--- config.mk ---
export PLATFORM = sky130hd
export DESIGN_NAME = dc_motor_ramp_pwm_and_rpm_unit
export DESIGN_NICKNAME = d
export VERILOG_FILES = /design/src/rtl/dcm_pkg.sv /design/src/rtl/dc_motor_ramp_pwm_and_rpm_unit.sv /design/src/rtl/dcm_ramp.sv /design/src/rtl/dcm_speed.sv /design/src/rtl/dcm_out_skid.sv
export SDC_FILE = /design/constraint.sdc
export NUM_CORES = 1
export LEC_CHECK = 0
export ABC_AREA = 0
export BUFFER_PORTS_ARGS = -buffer_cell sky130_fd_sc_hd__buf_2
export CAP_MARGIN = 10
export CORE_ASPECT_RATIO = 0.75
export CORE_UTILIZATION = 40
export CTS_CLUSTER_SIZE = 8
export DETAILED_ROUTE_END_ITERATION = 6
export SLEW_MARGIN = 5
export SYNTH_ARGS = -nofsm -noshare
export SYNTH_HDL_FRONTEND = slang
export SYNTH_HIERARCHICAL = 1
export SYNTH_SLANG_ARGS = --single-unit
--- constraint.sdc ---
create_clock -name clk -period 10.5 [get_ports clk]
set_clock_uncertainty 0.1 [all_clocks]
set_input_delay 1.575 -clock clk [delete_from_list [all_inputs] [get_ports clk]]
set_output_delay 1.575 -clock clk [all_outputs]
set_load 0.1 [all_outputs]
--- src/rtl/dcm_pkg.sv ---
`timescale 1ns / 1ps

package dcm_pkg;

	localparam int CMP_W = 12;
	localparam int PCT_W = 8;
	localparam int CNT_W = 16;
	localparam int RPM_W = 26;

	localparam logic signed [PCT_W-1:0] PCT_POS_MAX = 8'sd100;
	localparam logic signed [PCT_W-1:0] PCT_NEG_MAX = -8'sd100;
	localparam logic [CNT_W-1:0] EDGE_MAX = 16'hFFFF;
	localparam logic [RPM_W-1:0] RPM_MAX = 26'h3FF_FFFF;
	localparam logic [6:0] RPM_SCALE = 7'd100;

	// input beat kinds carried on tuser
	typedef enum logic [1:0] {
		OP_TICK   = 2'd0,
		OP_EDGE   = 2'd1,
		OP_TARGET = 2'd2
	} op_t;

	// configuration register indexes
	typedef enum logic [1:0] {
		REG_ACCEL = 2'd0,
		REG_DECEL = 2'd1,
		REG_COAST = 2'd2
	} reg_idx_t;

	typedef struct packed {
		logic [7:0] accel_step;
		logic [7:0] decel_step;
		logic       coast_at_zero;
	} ramp_cfg_t;

	typedef struct packed {
		logic [RPM_W-1:0]        speed_rpm;
		logic signed [PCT_W-1:0] drive_percent;
		logic [CMP_W-1:0]        compare_b;
		logic [CMP_W-1:0]        compare_a;
	} result_t;

endpackage

--- src/rtl/dc_motor_ramp_pwm_and_rpm_unit.sv ---
`timescale 1ns / 1ps
// each accepted result is registered and reaches m_tvalid behind any older result still waiting
// one input beat per cycle unless skid is full; state update and result in one registered pass
// a two-entry output stage (result register plus skid) keeps s_tready up while one result waits
// reset (arst_n low, asynchronous): power, target, brake, counters and rpm window clear to zero,
// accel_step and decel_step return to 1 and coast_at_zero to 1, no result beat is pending

module dc_motor_ramp_pwm_and_rpm_unit #(
	parameter int PWM_PERIOD        = 2400,
	parameter int RPM_WINDOW        = 10,
	parameter int RAMP_PERIOD_TICKS = 2,
	parameter int RPM_PERIOD_TICKS  = 10
) (
	input  logic        clk,
	input  logic        arst_n,
	// input stream
	input  logic        s_tvalid,
	output logic        s_tready,
	input  logic [15:0] s_tdata,   // [7:0] target_percent, [8] brake_request, rest zero
	input  logic [1:0]  s_tuser,   // [1:0] op
	// result stream
	output logic        m_tvalid,
	input  logic        m_tready,
	output logic [63:0] m_tdata,   // [11:0] compare_a, [23:12] compare_b,
	                               // [31:24] drive_percent, [57:32] speed_rpm, rest zero
	// configuration writes
	input  logic        cfg_valid,
	output logic        cfg_ready,
	input  logic [1:0]  cfg_index,
	input  logic [7:0]  cfg_data
);

	// configuration registers
	dcm_pkg::ramp_cfg_t cfg_q;

	// input beat decode
	logic        accept;
	logic        is_tick, is_edge, is_tgt;
	dcm_pkg::op_t op;

	// per-beat result pieces
	logic [dcm_pkg::CMP_W-1:0]        cmp_a, cmp_b;
	logic signed [dcm_pkg::PCT_W-1:0] drive;
	logic [dcm_pkg::RPM_W-1:0]        rpm;
	dcm_pkg::result_t                 res;
	dcm_pkg::result_t                 res_out;

	assign cfg_ready = 1'b1;

	always_ff @(posedge clk or negedge arst_n) begin
		if (!arst_n) begin
			cfg_q.accel_step    <= 8'd1;
			cfg_q.decel_step    <= 8'd1;
			cfg_q.coast_at_zero <= 1'b1;
		end else if (cfg_valid) begin
			case (dcm_pkg::reg_idx_t'(cfg_index))
				dcm_pkg::REG_ACCEL: cfg_q.accel_step    <= cfg_data;
				dcm_pkg::REG_DECEL: cfg_q.decel_step    <= cfg_data;
				dcm_pkg::REG_COAST: cfg_q.coast_at_zero <= cfg_data[0];
				default: ;  // unused index, write dropped
			endcase
		end
	end

	assign accept = s_tvalid && s_tready;
	assign op     = dcm_pkg::op_t'(s_tuser);

	// op 3 touches no state; its result just repeats the held outputs
	always_comb begin
		is_tick = 1'b0;
		is_edge = 1'b0;
		is_tgt  = 1'b0;
		case (op)
			dcm_pkg::OP_TICK:   is_tick = accept;
			dcm_pkg::OP_EDGE:   is_edge = accept;
			dcm_pkg::OP_TARGET: is_tgt  = accept;
			default: ;
		endcase
	end

	// slew-limited power and bridge compare values, serviced on ramp ticks
	dcm_ramp #(
		.PWM_PERIOD        (PWM_PERIOD),
		.RAMP_PERIOD_TICKS (RAMP_PERIOD_TICKS)
	) u_ramp (
		.clk     (clk),
		.arst_n  (arst_n),
		.tick    (is_tick),
		.tgt_wr  (is_tgt),
		.tgt_pct ($signed(s_tdata[7:0])),
		.brk_req (s_tdata[8]),
		.cfg     (cfg_q),
		.cmp_a   (cmp_a),
		.cmp_b   (cmp_b),
		.drive   (drive)
	);

	// encoder edge counting and windowed speed, serviced on speed ticks
	dcm_speed #(
		.RPM_WINDOW       (RPM_WINDOW),
		.RPM_PERIOD_TICKS (RPM_PERIOD_TICKS)
	) u_speed (
		.clk     (clk),
		.arst_n  (arst_n),
		.tick    (is_tick),
		.edge_in (is_edge),
		.rpm     (rpm)
	);

	always_comb begin
		res.compare_a     = cmp_a;
		res.compare_b     = cmp_b;
		res.drive_percent = drive;
		res.speed_rpm     = rpm;
	end

	// result register with skid: one waiting result does not stall the input side
	dcm_out_skid u_out (
		.clk        (clk),
		.arst_n     (arst_n),
		.push       (accept),
		.push_data  (res),
		.push_ready (s_tready),
		.out_valid  (m_tvalid),
		.out_ready  (m_tready),
		.out_data   (res_out)
	);

	assign m_tdata = {6'b0, res_out.speed_rpm, res_out.drive_percent,
	                  res_out.compare_b, res_out.compare_a};

	// after every accepted beat m_tvalid is high on the next cycle, possibly for an older result
	a_accept_to_result: assert property (@(posedge clk) disable iff (!arst_n)
		s_tvalid && s_tready |=> m_tvalid)
		else $error("accepted beat produced no result beat");

	// input side only stalls while a result is waiting in the skid entry
	a_stall_has_result: assert property (@(posedge clk) disable iff (!arst_n)
		!s_tready |-> m_tvalid)
		else $error("input stalled with no pending result");

	// applied power never leaves the saturated target range
	a_drive_range: assert property (@(posedge clk) disable iff (!arst_n)
		m_tvalid |-> ($signed(m_tdata[31:24]) <= 8'sd100
		              && $signed(m_tdata[31:24]) >= -8'sd100))
		else $error("drive_percent out of range");

endmodule

--- src/rtl/dcm_ramp.sv ---
`timescale 1ns / 1ps

module dcm_ramp #(
	parameter int PWM_PERIOD        = 2400,
	parameter int RAMP_PERIOD_TICKS = 2
) (
	input  logic                                clk,
	input  logic                                arst_n,
	input  logic                                tick,
	input  logic                                tgt_wr,
	input  logic signed [dcm_pkg::PCT_W-1:0]    tgt_pct,
	input  logic                                brk_req,
	input  dcm_pkg::ramp_cfg_t                  cfg,
	output logic [dcm_pkg::CMP_W-1:0]           cmp_a,
	output logic [dcm_pkg::CMP_W-1:0]           cmp_b,
	output logic signed [dcm_pkg::PCT_W-1:0]    drive
);

	localparam int PH_W = (RAMP_PERIOD_TICKS > 1) ? $clog2(RAMP_PERIOD_TICKS) : 1;
	localparam logic [PH_W-1:0] PH_LAST = PH_W'(RAMP_PERIOD_TICKS - 1);
	localparam logic [dcm_pkg::CMP_W-1:0] FULL = dcm_pkg::CMP_W'(PWM_PERIOD);

	logic signed [dcm_pkg::PCT_W-1:0] drive_q, target_q;
	logic                             brake_q;
	logic [PH_W-1:0]                  phase_q;
	logic [dcm_pkg::CMP_W-1:0]        cmp_a_q, cmp_b_q;

	// compare value for each power magnitude: period - period*p/100
	logic [dcm_pkg::CMP_W-1:0] cmp_tbl [0:100];
	for (genvar gi = 0; gi <= 100; gi++) begin : g_tbl
		localparam int unsigned CmpVal = PWM_PERIOD - (PWM_PERIOD * gi) / 100;
		assign cmp_tbl[gi] = CmpVal[dcm_pkg::CMP_W-1:0];
	end

	logic                             ramp_fire;
	logic signed [8:0]                diff;
	logic [8:0]                       diff_mag;
	logic signed [dcm_pkg::PCT_W-1:0] ramped, ramped_mag, tgt_sat;
	logic signed [dcm_pkg::PCT_W-1:0] drive_nxt, target_nxt;
	logic [dcm_pkg::CMP_W-1:0]        new_a, new_b;

	assign ramp_fire = tick && (phase_q == '0);
	assign diff      = 9'(target_q) - 9'(drive_q);
	assign diff_mag  = diff[8] ? 9'(-diff) : 9'(diff);

	always_comb begin
		if (diff > 9'sd0) begin
			if ({1'b0, cfg.accel_step} > diff_mag) ramped = target_q;
			else ramped = drive_q + $signed(cfg.accel_step);
		end else if (diff < 9'sd0) begin
			if ({1'b0, cfg.decel_step} > diff_mag) ramped = target_q;
			else ramped = drive_q - $signed(cfg.decel_step);
		end else begin
			ramped = drive_q;
		end
	end

	assign ramped_mag = ramped[dcm_pkg::PCT_W-1] ? -ramped : ramped;

	always_comb begin
		if (brake_q) begin
			new_a = FULL;
			new_b = FULL;
		end else if (ramped > 8'sd0) begin
			new_a = FULL;
			new_b = cmp_tbl[ramped_mag[6:0]];
		end else if (ramped < 8'sd0) begin
			new_a = cmp_tbl[ramped_mag[6:0]];
			new_b = FULL;
		end else if (cfg.coast_at_zero) begin
			new_a = '0;
			new_b = '0;
		end else begin
			new_a = FULL;
			new_b = FULL;
		end
	end

	always_comb begin
		if (tgt_pct > dcm_pkg::PCT_POS_MAX) tgt_sat = dcm_pkg::PCT_POS_MAX;
		else if (tgt_pct < dcm_pkg::PCT_NEG_MAX) tgt_sat = dcm_pkg::PCT_NEG_MAX;
		else tgt_sat = tgt_pct;
	end

	always_comb begin
		drive_nxt  = drive_q;
		target_nxt = target_q;
		if (ramp_fire) begin
			drive_nxt = brake_q ? '0 : ramped;
			if (brake_q) target_nxt = '0;
		end
		if (tgt_wr) target_nxt = tgt_sat;
	end

	always_ff @(posedge clk or negedge arst_n) begin
		if (!arst_n) begin
			drive_q  <= '0;
			target_q <= '0;
			brake_q  <= 1'b0;
			phase_q  <= '0;
			cmp_a_q  <= '0;
			cmp_b_q  <= '0;
		end else begin
			drive_q  <= drive_nxt;
			target_q <= target_nxt;
			if (tgt_wr) brake_q <= brk_req;
			if (tick) phase_q <= (phase_q == PH_LAST) ? '0 : phase_q + 1'b1;
			if (ramp_fire) begin
				cmp_a_q <= new_a;
				cmp_b_q <= new_b;
			end
		end
	end

	assign cmp_a = ramp_fire ? new_a : cmp_a_q;
	assign cmp_b = ramp_fire ? new_b : cmp_b_q;
	assign drive = drive_nxt;

endmodule

--- src/rtl/dcm_speed.sv ---
`timescale 1ns / 1ps

module dcm_speed #(
	parameter int RPM_WINDOW       = 10,
	parameter int RPM_PERIOD_TICKS = 10
) (
	input  logic                      clk,
	input  logic                      arst_n,
	input  logic                      tick,
	input  logic                      edge_in,
	output logic [dcm_pkg::RPM_W-1:0] rpm
);

	localparam int PH_W   = (RPM_PERIOD_TICKS > 1) ? $clog2(RPM_PERIOD_TICKS) : 1;
	localparam logic [PH_W-1:0] PH_LAST = PH_W'(RPM_PERIOD_TICKS - 1);
	localparam int SUM_W  = $clog2(RPM_WINDOW * 65535 + 1);
	localparam int PROD_W = (SUM_W + 7 > dcm_pkg::RPM_W) ? SUM_W + 7 : dcm_pkg::RPM_W;

	logic [dcm_pkg::CNT_W-1:0] edge_cnt_q;
	// window as a shift line: the oldest interval drops out of the last tap
	logic [dcm_pkg::CNT_W-1:0] win_q [RPM_WINDOW];
	logic [SUM_W-1:0]          sum_q;
	logic [PH_W-1:0]           phase_q;
	logic [dcm_pkg::RPM_W-1:0] rpm_q;

	logic              measure;
	logic [SUM_W-1:0]  sum_nxt;
	logic [PROD_W-1:0] prod;
	logic [dcm_pkg::RPM_W-1:0] rpm_new;

	assign measure = tick && (phase_q == '0);
	assign sum_nxt = (sum_q + SUM_W'(edge_cnt_q)) - SUM_W'(win_q[RPM_WINDOW-1]);
	assign prod    = PROD_W'(sum_nxt) * PROD_W'(dcm_pkg::RPM_SCALE);
	assign rpm_new = (prod > PROD_W'(dcm_pkg::RPM_MAX)) ? dcm_pkg::RPM_MAX
	                                                    : prod[dcm_pkg::RPM_W-1:0];

	always_ff @(posedge clk or negedge arst_n) begin
		if (!arst_n) begin
			edge_cnt_q <= '0;
			sum_q      <= '0;
			phase_q    <= '0;
			rpm_q      <= '0;
			for (int i = 0; i < RPM_WINDOW; i++) win_q[i] <= '0;
		end else begin
			if (tick) phase_q <= (phase_q == PH_LAST) ? '0 : phase_q + 1'b1;
			if (measure) begin
				for (int i = RPM_WINDOW - 1; i > 0; i--) win_q[i] <= win_q[i-1];
				win_q[0]   <= edge_cnt_q;
				sum_q      <= sum_nxt;
				rpm_q      <= rpm_new;
				edge_cnt_q <= '0;
			end else if (edge_in && (edge_cnt_q != dcm_pkg::EDGE_MAX)) begin
				edge_cnt_q <= edge_cnt_q + 1'b1;
			end
		end
	end

	assign rpm = measure ? rpm_new : rpm_q;

endmodule

--- src/rtl/dcm_out_skid.sv ---
`timescale 1ns / 1ps

module dcm_out_skid (
	input  logic              clk,
	input  logic              arst_n,
	input  logic              push,
	input  dcm_pkg::result_t  push_data,
	output logic              push_ready,
	output logic              out_valid,
	input  logic              out_ready,
	output dcm_pkg::result_t  out_data
);

	logic             out_v_q, skid_v_q;
	dcm_pkg::result_t out_d_q, skid_d_q;
	logic             take;

	assign take = out_v_q && out_ready;

	always_ff @(posedge clk or negedge arst_n) begin
		if (!arst_n) begin
			out_v_q  <= 1'b0;
			skid_v_q <= 1'b0;
		end else begin
			if (push) begin
				if (!out_v_q || take) out_v_q <= 1'b1;
				else skid_v_q <= 1'b1;
			end else if (take) begin
				if (skid_v_q) skid_v_q <= 1'b0;
				else out_v_q <= 1'b0;
			end
		end
	end

	always_ff @(posedge clk) begin
		if (push) begin
			if (!out_v_q || take) out_d_q <= push_data;
			else skid_d_q <= push_data;
		end else if (take && skid_v_q) begin
			out_d_q <= skid_d_q;
		end
	end

	assign push_ready = !skid_v_q;
	assign out_valid  = out_v_q;
	assign out_data   = out_d_q;

endmodule

======== Yosys cells after proc, flatten, opt, wreduce, memory -nomap -nowiden ========
Memory sizes are Yosys's and may differ from the RTL's.
Index checks and enable logic that the tools add are counted.
word-level totals
  bits in registers ....................... 403
  latch bits .............................. 0
  RAM bits ................................ 0
  ROM bits ................................ 1,536
  word-level logic and storage cells ...... 135
  memories kept ........................... 1
memory list
  memory           depth  bits a word  rd ports  clocked after Yosys merged registers in  write ports  RTL line        RTL
  (no name shown)  128    12           1         0                                        0            dcm_ramp.sv:66  new_b = cmp_tbl[ramped_mag[6:0]];
operators by class
  add/sub/neg operators ................... 10
  $mul .................................... 1
  divide/modulo/power cells ............... 0
  magnitude comparators ................... 10
  equality and inequality tests ........... 9
  shift-type cells ........................ 0
  mux-type cells .......................... 43
  bitwise logic cells ..................... 3
  reduce and logical (&&, ||, !) cells .... 25
operators by type and width
  cell                     number
  $mux W58                 3
  $mux W12                 11
  $mux W8                  11
  $mux W26                 2
  $mux W16                 2
  $gt A27 B26 Y1 const B   1
  $mul A20 B5 Y25 const B  1
  $add A20 B16 Y20         1
  $sub A20 B16 Y20         1
  $gt A8 B9 Y1             2
  $add A16 B1 Y16 const B  1
  $ne A16 B16 Y1 const B   1
  $reduce_and A2 Y1        7
  $mux W1                  11
  $reduce_bool A2 Y1       5
  $gt A9 B1 Y1 const B     1
  $lt A9 B1 Y1 const B     1
  $mux W9                  1
  $neg A9 Y9               1
  $sub A8 B8 Y9            1
  $add A8 B8 Y8            1
  $ge A8 B8 Y1 const B     1
  $gt A8 B1 Y1 const B     1
  $gt A8 B8 Y1 const B     1
  21 further kinds         32

======== Logic depth before layout (Yosys ltp) ========
Gate-level depths: netlist of the first run.
  word-level depth ........................ 19
  mapped depth ............................ 31
  gate-level depth less buffers ........... 30

======== Hierarchy ========
The synthesis of the first run kept the hierarchy.
by module, submodules not included
  module                          instances  cells each  area each (µm²)  seq. area each (µm²)
  dcm_speed                       1          1,399       12,204.2         5,655.4
  dcm_out_skid                    1          194         4,571.9          3,533.4
  dcm_ramp                        1          465         4,005.1          1,051.0
  dc_motor_ramp_pwm_and_rpm_unit  1          51          745.7            429.2

======== Least setup slack after synthesis of the first run ========
No wires, ideal clock.
  path type ............................... register -> register
  start point ............................. register u_ramp/target_q[0] in the netlist's numbering
  end point ............................... register u_out.out_d_q, in the netlist u_out/out_data[6], data pin
  setup time .............................. 260 ps
  arrival ................................. 6,804 ps
  required time ........................... 10,140 ps
  path slack .............................. 3,335 ps
  cell stages (with the launch flop) ...... 30
  cells stage by stage .................... dfrtp_1 inv_1 ha_1 inv_1 fa_1 a211oi_2 nor3_1 o41ai_2 clkbuf_1 nand2_1 xor2_1 ha_1 a2111oi_0 a21oi_1 and2_1 a221o_1 o221a_1 a22o_1 buf_6 mux2i_1 a221oi_2 inv_1 ha_1 nor2_1 xor2_1 a21oi_1 or3_1 o211ai_1 a21oi_1 mux2_4
between the ends
  word-level cells in the longest chain between the ends .. 19
RTL lines
  what                    RTL line                              RTL
  from (decl)             dcm_ramp.sv:23                        logic signed [dcm_pkg::PCT_W-1:0] drive_q, target_q;
  from (signal assigned)  dcm_ramp.sv:105                       target_q <= target_nxt;
  $sub A8 B8 Y9           dcm_ramp.sv:43                        assign diff = 9'(target_q) - 9'(drive_q);
  $neg A9 Y9              dcm_ramp.sv:44                        assign diff_mag = diff[8] ? 9'(-diff) : 9'(diff);
  $mux W9                 dcm_ramp.sv:44
  $gt A8 B9 Y1            dcm_ramp.sv:51                        if ({1'b0, cfg.decel_step} > diff_mag) ramped = target_q;
  $mux W8                 dcm_ramp.sv:51
  $mux W8                 dcm_ramp.sv:50                        end else if (diff < 9'sd0) begin
  $mux W8 (*)             dcm_ramp.sv:47                        if (diff > 9'sd0) begin
  $neg A7 Y7              dcm_ramp.sv:58                        assign ramped_mag = ramped[dcm_pkg::PCT_W-1] ? -ramped : ramped;
  [... 3 more ...]        n/a
  $mux W12 (2 in series)  n/a
  $mux W12                dcm_ramp.sv:67                        end else if (ramped < 8'sd0) begin
  $mux W12 (*)            dcm_ramp.sv:64                        end else if (ramped > 8'sd0) begin
  $mux W12 (*)            dcm_ramp.sv:61                        if (brake_q) begin
  $mux W12 (*)            dcm_ramp.sv:115                       assign cmp_a = ramp_fire ? new_a : cmp_a_q;
  net cmp_a, one bit      dc_motor_ramp_pwm_and_rpm_unit.sv:42  logic [dcm_pkg::CMP_W-1:0] cmp_a, cmp_b;
  $mux W58 (*)            dcm_out_skid.sv:37                    if (!out_v_q || take) out_d_q <= push_data;
  $mux W58 (*)            dcm_out_skid.sv:36                    if (push) begin
  to (signal assigned)    dcm_out_skid.sv:37
  to (signal assigned)    dcm_out_skid.sv:40                    out_d_q <= skid_d_q;
  to (decl)               dcm_out_skid.sv:15                    dcm_pkg::result_t out_d_q, skid_d_q;
The timed path passes the listed nets; every way through them passes the cells marked *. The select of a mux whose other input is x is not followed.
A chain may end at the register's enable or synchronous reset.

======== Worst setup path after layout of the first run ========
  start point ............................. register u_ramp/drive_q[1] in the netlist's numbering
  end point ............................... register u_out.out_d_q, in the netlist u_out/out_data[8], data pin
between the ends
  word-level cells in the longest chain between the ends .. 19
RTL lines
  what                    RTL line                              RTL
  from (decl)             dcm_ramp.sv:23
  from (signal assigned)  dcm_ramp.sv:104                       drive_q <= drive_nxt;
  $sub A8 B8 Y9           dcm_ramp.sv:43
  $neg A9 Y9              dcm_ramp.sv:44
  $mux W9                 dcm_ramp.sv:44
  $gt A8 B9 Y1            dcm_ramp.sv:51
  $mux W8                 dcm_ramp.sv:51
  $mux W8                 dcm_ramp.sv:50
  $mux W8 (*)             dcm_ramp.sv:47
  $neg A7 Y7              dcm_ramp.sv:58
  [... 3 more ...]        n/a
  $mux W12 (2 in series)  n/a
  $mux W12                dcm_ramp.sv:67
  $mux W12 (*)            dcm_ramp.sv:64
  $mux W12 (*)            dcm_ramp.sv:61
  $mux W12 (*)            dcm_ramp.sv:115
  net cmp_a, one bit      dc_motor_ramp_pwm_and_rpm_unit.sv:42
  $mux W58 (*)            dcm_out_skid.sv:37
  $mux W58 (*)            dcm_out_skid.sv:36
Marked as above.

==> qor.txt, run 1 <==
Placed insts - 2,840
CTS clk-pin slew, worst paths - 0.06 ns
Most common cell in the netlist - nand2_1
Initial Utilization - 40.6%
Nets - 2,376
Routed WL per cell - 15.2 um
Largest net degree at the start of global routing - 180
WP data arrival - 9.11 ns
Max-slew violation count - 0
CP startpoint kind - flop
R2R Path Start - u_ramp/drive_q[1]
Row cnt - 73
Vias post-DR - 14.6k
CP peak stage delay - 0.73 ns
Min-Delay Path Class - flop to flop
Post-synth ARST share - 71.2%
DRC violations left - 0
Crit Path Class - flop to flop
CP endpoint kind - flop
Clk root buf - clkbuf_16
Die Ht - 203 um
Pre-CTS WS - 1.89 ns
I/O Pins - 100
Total track usage - 16.7%
Vias per inst - 4.98
Resized cells post-CTS - 0
HPWL after detailed placement - 30,300 um
CTS max path bufs - 3
Required time worst endpoint - 10.85 ns
Die footprint - 54,800 um^2
Starting DRT DRC Count - 1,190
Hold path depth - 2
Post-synth top cells - nand2_1 (547), dfrtp_1 (284), inv_1 (185), ha_1 (123), edfxtp_1 (116)
Status - completed
Max Fanout on Critical Path - 9
Family with the most delay on the worst path - compound AO/OA/AOI/OAI gates
Clk sinks - 403
CP most frequent cell - a21oi_1
Crit share post-route - 83.4%
Area of the multi-input gates - 9720 um^2
Worst Hold Path EP - u_speed/win_q[29]
Flops & latches, synth - 403
Hold wc startpoint - u_speed/win_q[45]
Synth warnings - 6
Top cell type's share of synthesized area - 33.0%
Primary FF master, synth - dfrtp_1
Sequential share of the synthesized area - 49.6%
Tightest Pin Transition - 1.31 ns
Final Hold Vio Count - 0
Min Tclk post-route - 8.76 ns
CTS buffer count - 56
Hold-fix buffers, CTS - 0
Layout cells sized above 1 - 12.5%
Reg area - 10,700 um^2
Worst r2r path cells - 25
Filler cells - 4,937
Critical-path top delay cell - o41ai_2
MaxCap Viol Count - 0
Synthesis-to-finish area growth - 11.8%
Register-to-Register Setup Slack - 1.74 ns
First-pass GRT wire length - 75,300 um
Clock latency on the worst-skew pair - 0.59 ns
Post-synth top area cell - dfrtp_1
CTS H-Tree Depth - 2
Worst rel slew slack - 12.3%
Core area - 53,100 um^2
Post-Syn Area - 21,500 um^2
Top post-synthesis cells by area - dfrtp_1 (33%), edfxtp_1 (16%), nand2_1 (9.5%), ha_1 (7.1%), mux2_4 (4.0%)
Final std cells w/o fill - 2,932
Worst R2R End - u_out/out_data[8]
RePlAce Congestion - 0.858
RSZ-0062 raised after global routing - no
WL final - 44,500 um
Netlist cell types - 96
Number of flops mapped to enable cells by yosys - 116
# Post-CTS Setup Buffers - 0
Ant. Diodes - 0
DIE WIDTH - 270 um
Final TNS setup - 0 ns
Vias in the first global route - 14.5k
CTS tree - built
Grt total ovfl - 0
Router iterations before antenna repair - 7
Port Buf Inserts - 85
Buffers and inverters on the worst path - 2
Syn avg cell area - 10.2 um^2
Initial antenna violation count - 0
Number of routed nets with antenna violations - 0
Cells after Synth - 2,109
Fmax achieved - 0.114 GHz
Final WS setup - 1.74 ns
Final setup viols - 0
## cell type report
cell class,instances,area share (%)
Sequential cell,403,44.3
Multi-Input combinational cell,1443,40.4
Clock buffer,89,6.38
Tap cell,712,3.70
Inverter,185,2.89
Timing Repair Buffer,97,2.23
Clock inverter,3,0.125
## cell usage in the layout (no fill, tap or decap), types with 5 or more instances in the layout
cell type    n
a21o_1      12
a21oi_1     81
a22o_1      10
a31oi_1     26
a32o_1       5
and2_1      13
and3_1       8
buf_2       84
buf_4       11
clkbuf_1    32
clkbuf_16   56
conb_1       7
dfrtp_1    284
edfxtp_1   116
fa_1        34
ha_1       123
inv_1      184
mux2_2      24
mux2_4      57
mux2i_1     10
nand2_1    546
nand2b_1     8
nand3_1     30
nand4_1     17
nor2_1      99
nor2b_1     12
nor3_1      13
nor3b_1      6
o211ai_1     7
o21a_1      10
o21ai_0     76
o21ai_1      9
o21bai_1     8
o22ai_1      5
o31ai_1      5
or3_1       11
xnor2_1     50
xor2_1      36
## per-layer routing
| layer | global-route usage, % | wire length, um | vias up |
|---|---|---|---|
| met3 | 2.68 | 1940 | 49 |
| met1 | 25.3 | 23500 | 7095 |
| met2 | 24.6 | 18400 | 268 |
| met5 | 0 | 0 | - |
| li1 | - | - | 7194 |
| met4 | 4.18 | 642 | 0 |
## how the worst max path moves through the flow
stage,start,to,depth (start not counted)
final,u_ramp/drive_q[1],u_out/out_data[8],25
after global routing,u_ramp/drive_q[1],u_out/out_data[8],26
after detailed placement,u_ramp/drive_q[1],u_out/out_data[8],25
after floorplan,u_ramp/target_q[0],u_out/out_data[6],29
after global placement,u_ramp/drive_q[1],u_out/out_data[8],26
after CTS,u_ramp/drive_q[1],u_out/out_data[8],25
## tightest hold or removal path: stages, from the launching register on
cell and delay (ns):
dfrtp_1 0.34, nand2_1 0.05, nand2_1 0.05
## logic make-up after synthesis
kind of cell | Yosys count | share of synthesized area (%)
mux | 92 | 5.75
fa+ha+maj | 157 | 10.3
buf+inv | 268 | 5.53
other cells | 2 | 0.0349
flops | 403 | 49.6
simple gates | 788 | 15.4
compound gates | 309 | 9.64
xor+xnor | 90 | 3.77
## through the flow
step	util, %	hold WS, ns	cell area [um^2]
2_1_floorplan	-	0.339	21500
3_3_place_gp	42.4	0.344	22500
3_5_place_dp	42.4	0.350	22500
4_1_cts	45.4	0.361	24100
5_1_grt	45.4	0.378	24100
6_report	45.4	0.358	24100
## state kept, by name, indices dropped and copies added (netlist names)
| name | count |
|---|---|
| cfg_q | 17 |
| u_speed/phase_q | 4 |
| u_ramp/phase_q | 1 |
| u_speed/win_q | 160 |
| u_ramp/cmp_a_q | 12 |
| u_speed/rpm_q | 26 |
| u_speed/edge_cnt_q | 16 |
| u_ramp/brake_q | 1 |
| u_out/out_valid | 1 |
| u_out/out_data | 58 |
| u_out/skid_v_q | 1 |
| u_ramp/cmp_b_q | 12 |
| u_out/skid_d_q | 58 |
| u_speed/sum_q | 20 |
| u_ramp/target_q | 8 |
| u_ramp/drive_q | 8 |
Power of run 1 is not shown: default switching activity piles up to over one toggle a cycle in this logic, so the estimate is an artifact.
==> run 2, diff against run 1 <==
Clock period 10.5 ns to 8.9 ns, I/O delays scaled along.
==> run 2 against run 1 <==
Net effect:
- hold slack worse by 0.015 ns
- global-route usage down 0.26 points
- final area rose by 0.59%
- wire length shrank 1.6%
- flip-flop and latch count did not move
- critical endpoint unchanged
==> qor.txt, run 2 (synthesis gave the netlist of run 1 again) <==
Status - completed
Grt total ovfl - 0
CTS max path bufs - 3
Hold wc startpoint - u_speed/win_q[26]
DIE WIDTH - 270 um
Critical-path top delay cell - o41a_1
Ant. Diodes - 0
Final std cells w/o fill - 2,938
Max Fanout on Critical Path - 11
Die footprint - 54,800 um^2
CTS H-Tree Depth - 2
Worst rel slew slack - 23.0%
Synthesis-to-finish area growth - 12.5%
Most common cell after layout, fill and taps aside - nand2_1
I/O Pins - 100
Vias in the first global route - 14.3k
Commonest non-fill, non-tap cells in the layout - nand2_1 (546), dfrtp_1 (284), inv_1 (184), ha_1 (123), edfxtp_1 (116)
Crit share post-route - 90.7%
Min-Delay Path Class - flop to flop
Hold-fix buffers, CTS - 0
CP startpoint kind - flop
CP peak stage delay - 0.56 ns
Total track usage - 16.4%
CP endpoint kind - flop
Tightest Pin Transition - 1.15 ns
Resized cells post-CTS - 0
Worst R2R End - u_out/out_data[8]
Routed WL per cell - 14.9 um
Router iterations before antenna repair - 5
Vias per inst - 4.94
Starting DRT DRC Count - 918
Port Buf Inserts - 85
Vias post-DR - 14.5k
# Post-CTS Setup Buffers - 0
Row cnt - 73
Min Tclk post-route - 8.07 ns
Placed insts - 2,842
CP Launch Point - u_ramp/drive_q[1]
Layout cells sized above 1 - 12.8%
Largest net degree at the start of global routing - 168
Layer with the highest usage - met1
Initial Utilization - 40.6%
R2R Path Start - u_ramp/drive_q[1]
CTS tree - built
Final setup viols - 0
Required time worst endpoint - 9.28 ns
Crit Path Class - flop to flop
Met2 GRT Util - 23.5%
Top reg by flops - u_speed/win_q
Met1 Track Usage GR - 25.1%
Worst r2r path cells - 27
Clk root buf - clkbuf_16
Register-to-Register Setup Slack - 0.83 ns
Max-slew violation count - 0
DRC violations left - 0
Number of routed nets with antenna violations - 0
Initial antenna violation count - 1
GR Util met3 - 2.86%
CTS clk-pin slew, worst paths - 0.05 ns
Final TNS setup - 0 ns
First-pass GRT wire length - 74,100 um
RePlAce Congestion - 0.872
Filler cells - 4,911
Clock latency on the worst-skew pair - 0.60 ns
CTS buffer count - 57
MaxCap Viol Count - 0
Largest register FFs - 160
RSZ-0062 raised after global routing - no
WP data arrival - 8.45 ns
HPWL after detailed placement - 29,900 um
Final Hold Vio Count - 0
WL final - 43,800 um
Clk sinks - 403
Fmax achieved - 0.124 GHz
Die Ht - 203 um
Nets - 2,379
Core area - 53,100 um^2
Capture point of the critical path - u_out/out_data[8]
-- run 2: final cells by class --
cell class | instances | area [um^2] | share of cell area (%)
well taps | 712 | 891 | 3.68
flip-flops and latches | 403 | 10700 | 44.1
clock inverters | 5 | 119 | 0.491
repair buffers | 99 | 553 | 2.28
inverters | 185 | 696 | 2.87
clock buffers | 91 | 1570 | 6.50
multi-input cells | 1443 | 9720 | 40.1
-- run 2: worst min path at each step --
stage | cells past startpoint | endpoint | slack, ns
CTS | 2 | u_speed/win_q[75] | 0.34
global placement | 2 | u_speed/win_q[73] | 0.35
global route | 2 | u_speed/win_q[29] | 0.38
detailed placement | 2 | u_speed/win_q[55] | 0.35
floorplan | 2 | u_speed/win_q[0] | 0.34
finish | 2 | u_speed/win_q[10] | 0.34
-- run 2: per-stage QoR --
| stage | setup WS [ns] | hold WS (ns) | util (%) | cell area [um^2] |
|---|---|---|---|---|
| floorplan | 1.74 | 0.339 | - | 21500 |
| global placement | 1.14 | 0.347 | 42.4 | 22500 |
| detailed placement | 0.958 | 0.349 | 42.4 | 22500 |
| CTS | 0.929 | 0.341 | 45.6 | 24200 |
| global route | 0.168 | 0.376 | 45.6 | 24200 |
| finish | 0.829 | 0.343 | 45.6 | 24200 |
-- run 2: per-layer routing --
metal | vias up | share of wire (%)
met5 | - | 0
met4 | 0 | 2.0
li1 | 7226 | -
met3 | 71 | 4.2
met2 | 245 | 41
met1 | 6984 | 53
-- run 2: critical path: cells and delay by family (launching register included) --
| family | cells | cell delay [ns] |
|---|---|---|
| mux | 3 | 0.96 |
| buf+inv | 2 | 0.41 |
| xor+xnor | 1 | 0.24 |
| flops | 1 | 0.51 |
| simple gates | 5 | 0.93 |
| compound gates | 12 | 3.34 |
| fa+ha+maj | 4 | 1.45 |
Power of run 2 is left out for the same reason.
==> run 3, diff against run 2 <==
Settings changed: MAX_ROUTING_LAYER from default to met4.
==> run 3 against run 2 <==
Net effect:
- flip-flop and latch count unchanged
- utilization decreased by 0.19 points
- cell count about the same
- via count about the same
- wire length increased by 0.18%
- final area decreased by 0.41%
- clock-buffer cell count unchanged
- register-to-register slack improved by 0.05 ns
- maximum frequency increased by 0.59%
- global-route usage increased by 0.47 points
- non-clock buffer count unchanged
- hold slack improved by 0.014 ns
==> qor.txt, run 3 (synthesis gave the netlist of run 1 again) <==
Commonest non-fill, non-tap cells in the layout - nand2_1 (546), dfrtp_1 (284), inv_1 (184), ha_1 (123), edfxtp_1 (116)
Most common cell after layout, fill and taps aside - nand2_1
Final TNS setup - 0 ns
Crit Path Class - flop to flop
DRC violations left - 0
Final Hold Vio Count - 0
HPWL after detailed placement - 30,100 um
CP most frequent cell - a21oi_1
Port Buf Inserts - 85
Top reg by flops - u_speed/win_q
Tightest Pin Transition - 1.35 ns
Core area - 53,100 um^2
Nets - 2,378
RePlAce Congestion - 0.856
Initial antenna violation count - 0
First-pass GRT wire length - 74,000 um
Min-Delay Path Class - flop to flop
Clock latency on the worst-skew pair - 0.61 ns
Total track usage - 16.9%
CTS clk-pin slew, worst paths - 0.05 ns
CTS buffer count - 56
Synthesis-to-finish area growth - 12.0%
Number of routed nets with antenna violations - 0
CP endpoint kind - flop
CP startpoint kind - flop
Vias per inst - 4.95
Die Ht - 203 um
Initial Utilization - 40.6%
Routed WL per cell - 14.9 um
Clk root buf - clkbuf_16
CTS H-Tree Depth - 2
MaxCap Viol Count - 0
Router iterations before antenna repair - 6
WL final - 43,900 um
DIE WIDTH - 270 um
Status - completed
RSZ-0062 raised after global routing - no
Crit share post-route - 90.2%
Vias post-DR - 14.5k
Min Tclk post-route - 8.02 ns
Largest net degree at the start of global routing - 167
Resized cells post-CTS - 0
Vias in the first global route - 14.3k
CTS tree - built
Max-slew violation count - 0
Final setup viols - 0
Worst rel slew slack - 9.73%
Ant. Diodes - 0
Filler cells - 4,999
Max Fanout on Critical Path - 17
Hold-fix buffers, CTS - 0
Grt total ovfl - 0
Required time worst endpoint - 9.15 ns
# Post-CTS Setup Buffers - 0
I/O Pins - 100
CTS max path bufs - 3
Row cnt - 73
Clk sinks - 403
Largest register FFs - 160
Critical-path top delay cell - dfrtp_1
CP peak stage delay - 0.50 ns
Fmax achieved - 0.125 GHz
Die footprint - 54,800 um^2
WP data arrival - 8.28 ns
Starting DRT DRC Count - 1,143
Layout cells sized above 1 - 12.5%
-- run 3: worst max-delay path: cells and delay by family, from the launching register on --
family,cells,cell delay [ns]
buffers and inverters,3,0.73
adder cells (fa/ha/maj),3,1.10
flip-flops,1,0.50
AO/OA/AOI/OAI,12,3.15
multiplexers,2,0.57
AND/OR/NAND/NOR,5,0.89
XOR/XNOR,2,0.72
-- run 3: area by class of cell --
cell class                 instances  area [um^2]  share of cell area, %
multi-input combinational       1443         9710                   40.3
tap                              712          891                   3.69
clock inverter                     3         66.3                  0.275
timing repair buffer              99          553                   2.29
inverter                         185          696                   2.88
clock buffer                      91         1530                   6.35
sequential                       403        10700                   44.2
-- run 3: final timing paths --
kind	startpoint	endpoint	slack, ns	depth (start not counted)
setup / recovery	u_ramp/drive_q[1]	u_out/out_data[18]	0.88	27
max in group asynchronous	arst_n	u_speed/edge_cnt_q[14]	6.45	2
hold / removal	u_speed/win_q[139]	u_speed/win_q[123]	0.36	2
setup reg to reg	u_ramp/drive_q[1]	u_out/out_data[18]	0.88	27
hold reg to reg	u_speed/win_q[139]	u_speed/win_q[123]	0.36	2
min in group asynchronous	arst_n	u_speed/win_q[117]	0.75	1
-- run 3: layer usage --
metal	up-vias	routed length, um	track usage, %
met5	-	0	-
met4	0	642	4.06
met3	53	1930	2.85
met2	261	18100	23.7
met1	7004	23200	25.2
li1	7216	-	-
-- run 3: per-stage QoR --
| stage | hold slack [ns] | util (%) | area [um^2] | worst slack [ns] | std cells |
|---|---|---|---|---|---|
| 2_1_floorplan | 0.339 | - | 21500 | 1.74 | 2114 |
| 3_3_place_gp | 0.347 | 42.4 | 22500 | 1.13 | 2842 |
| 3_5_place_dp | 0.348 | 42.4 | 22500 | 1.00 | 2842 |
| 4_1_cts | 0.362 | 45.5 | 24100 | 0.931 | 2936 |
| 5_1_grt | 0.380 | 45.5 | 24100 | 0.372 | 2936 |
| 6_report | 0.357 | 45.5 | 24100 | 0.877 | 2936 |
Power of run 3 is left out for the same reason.
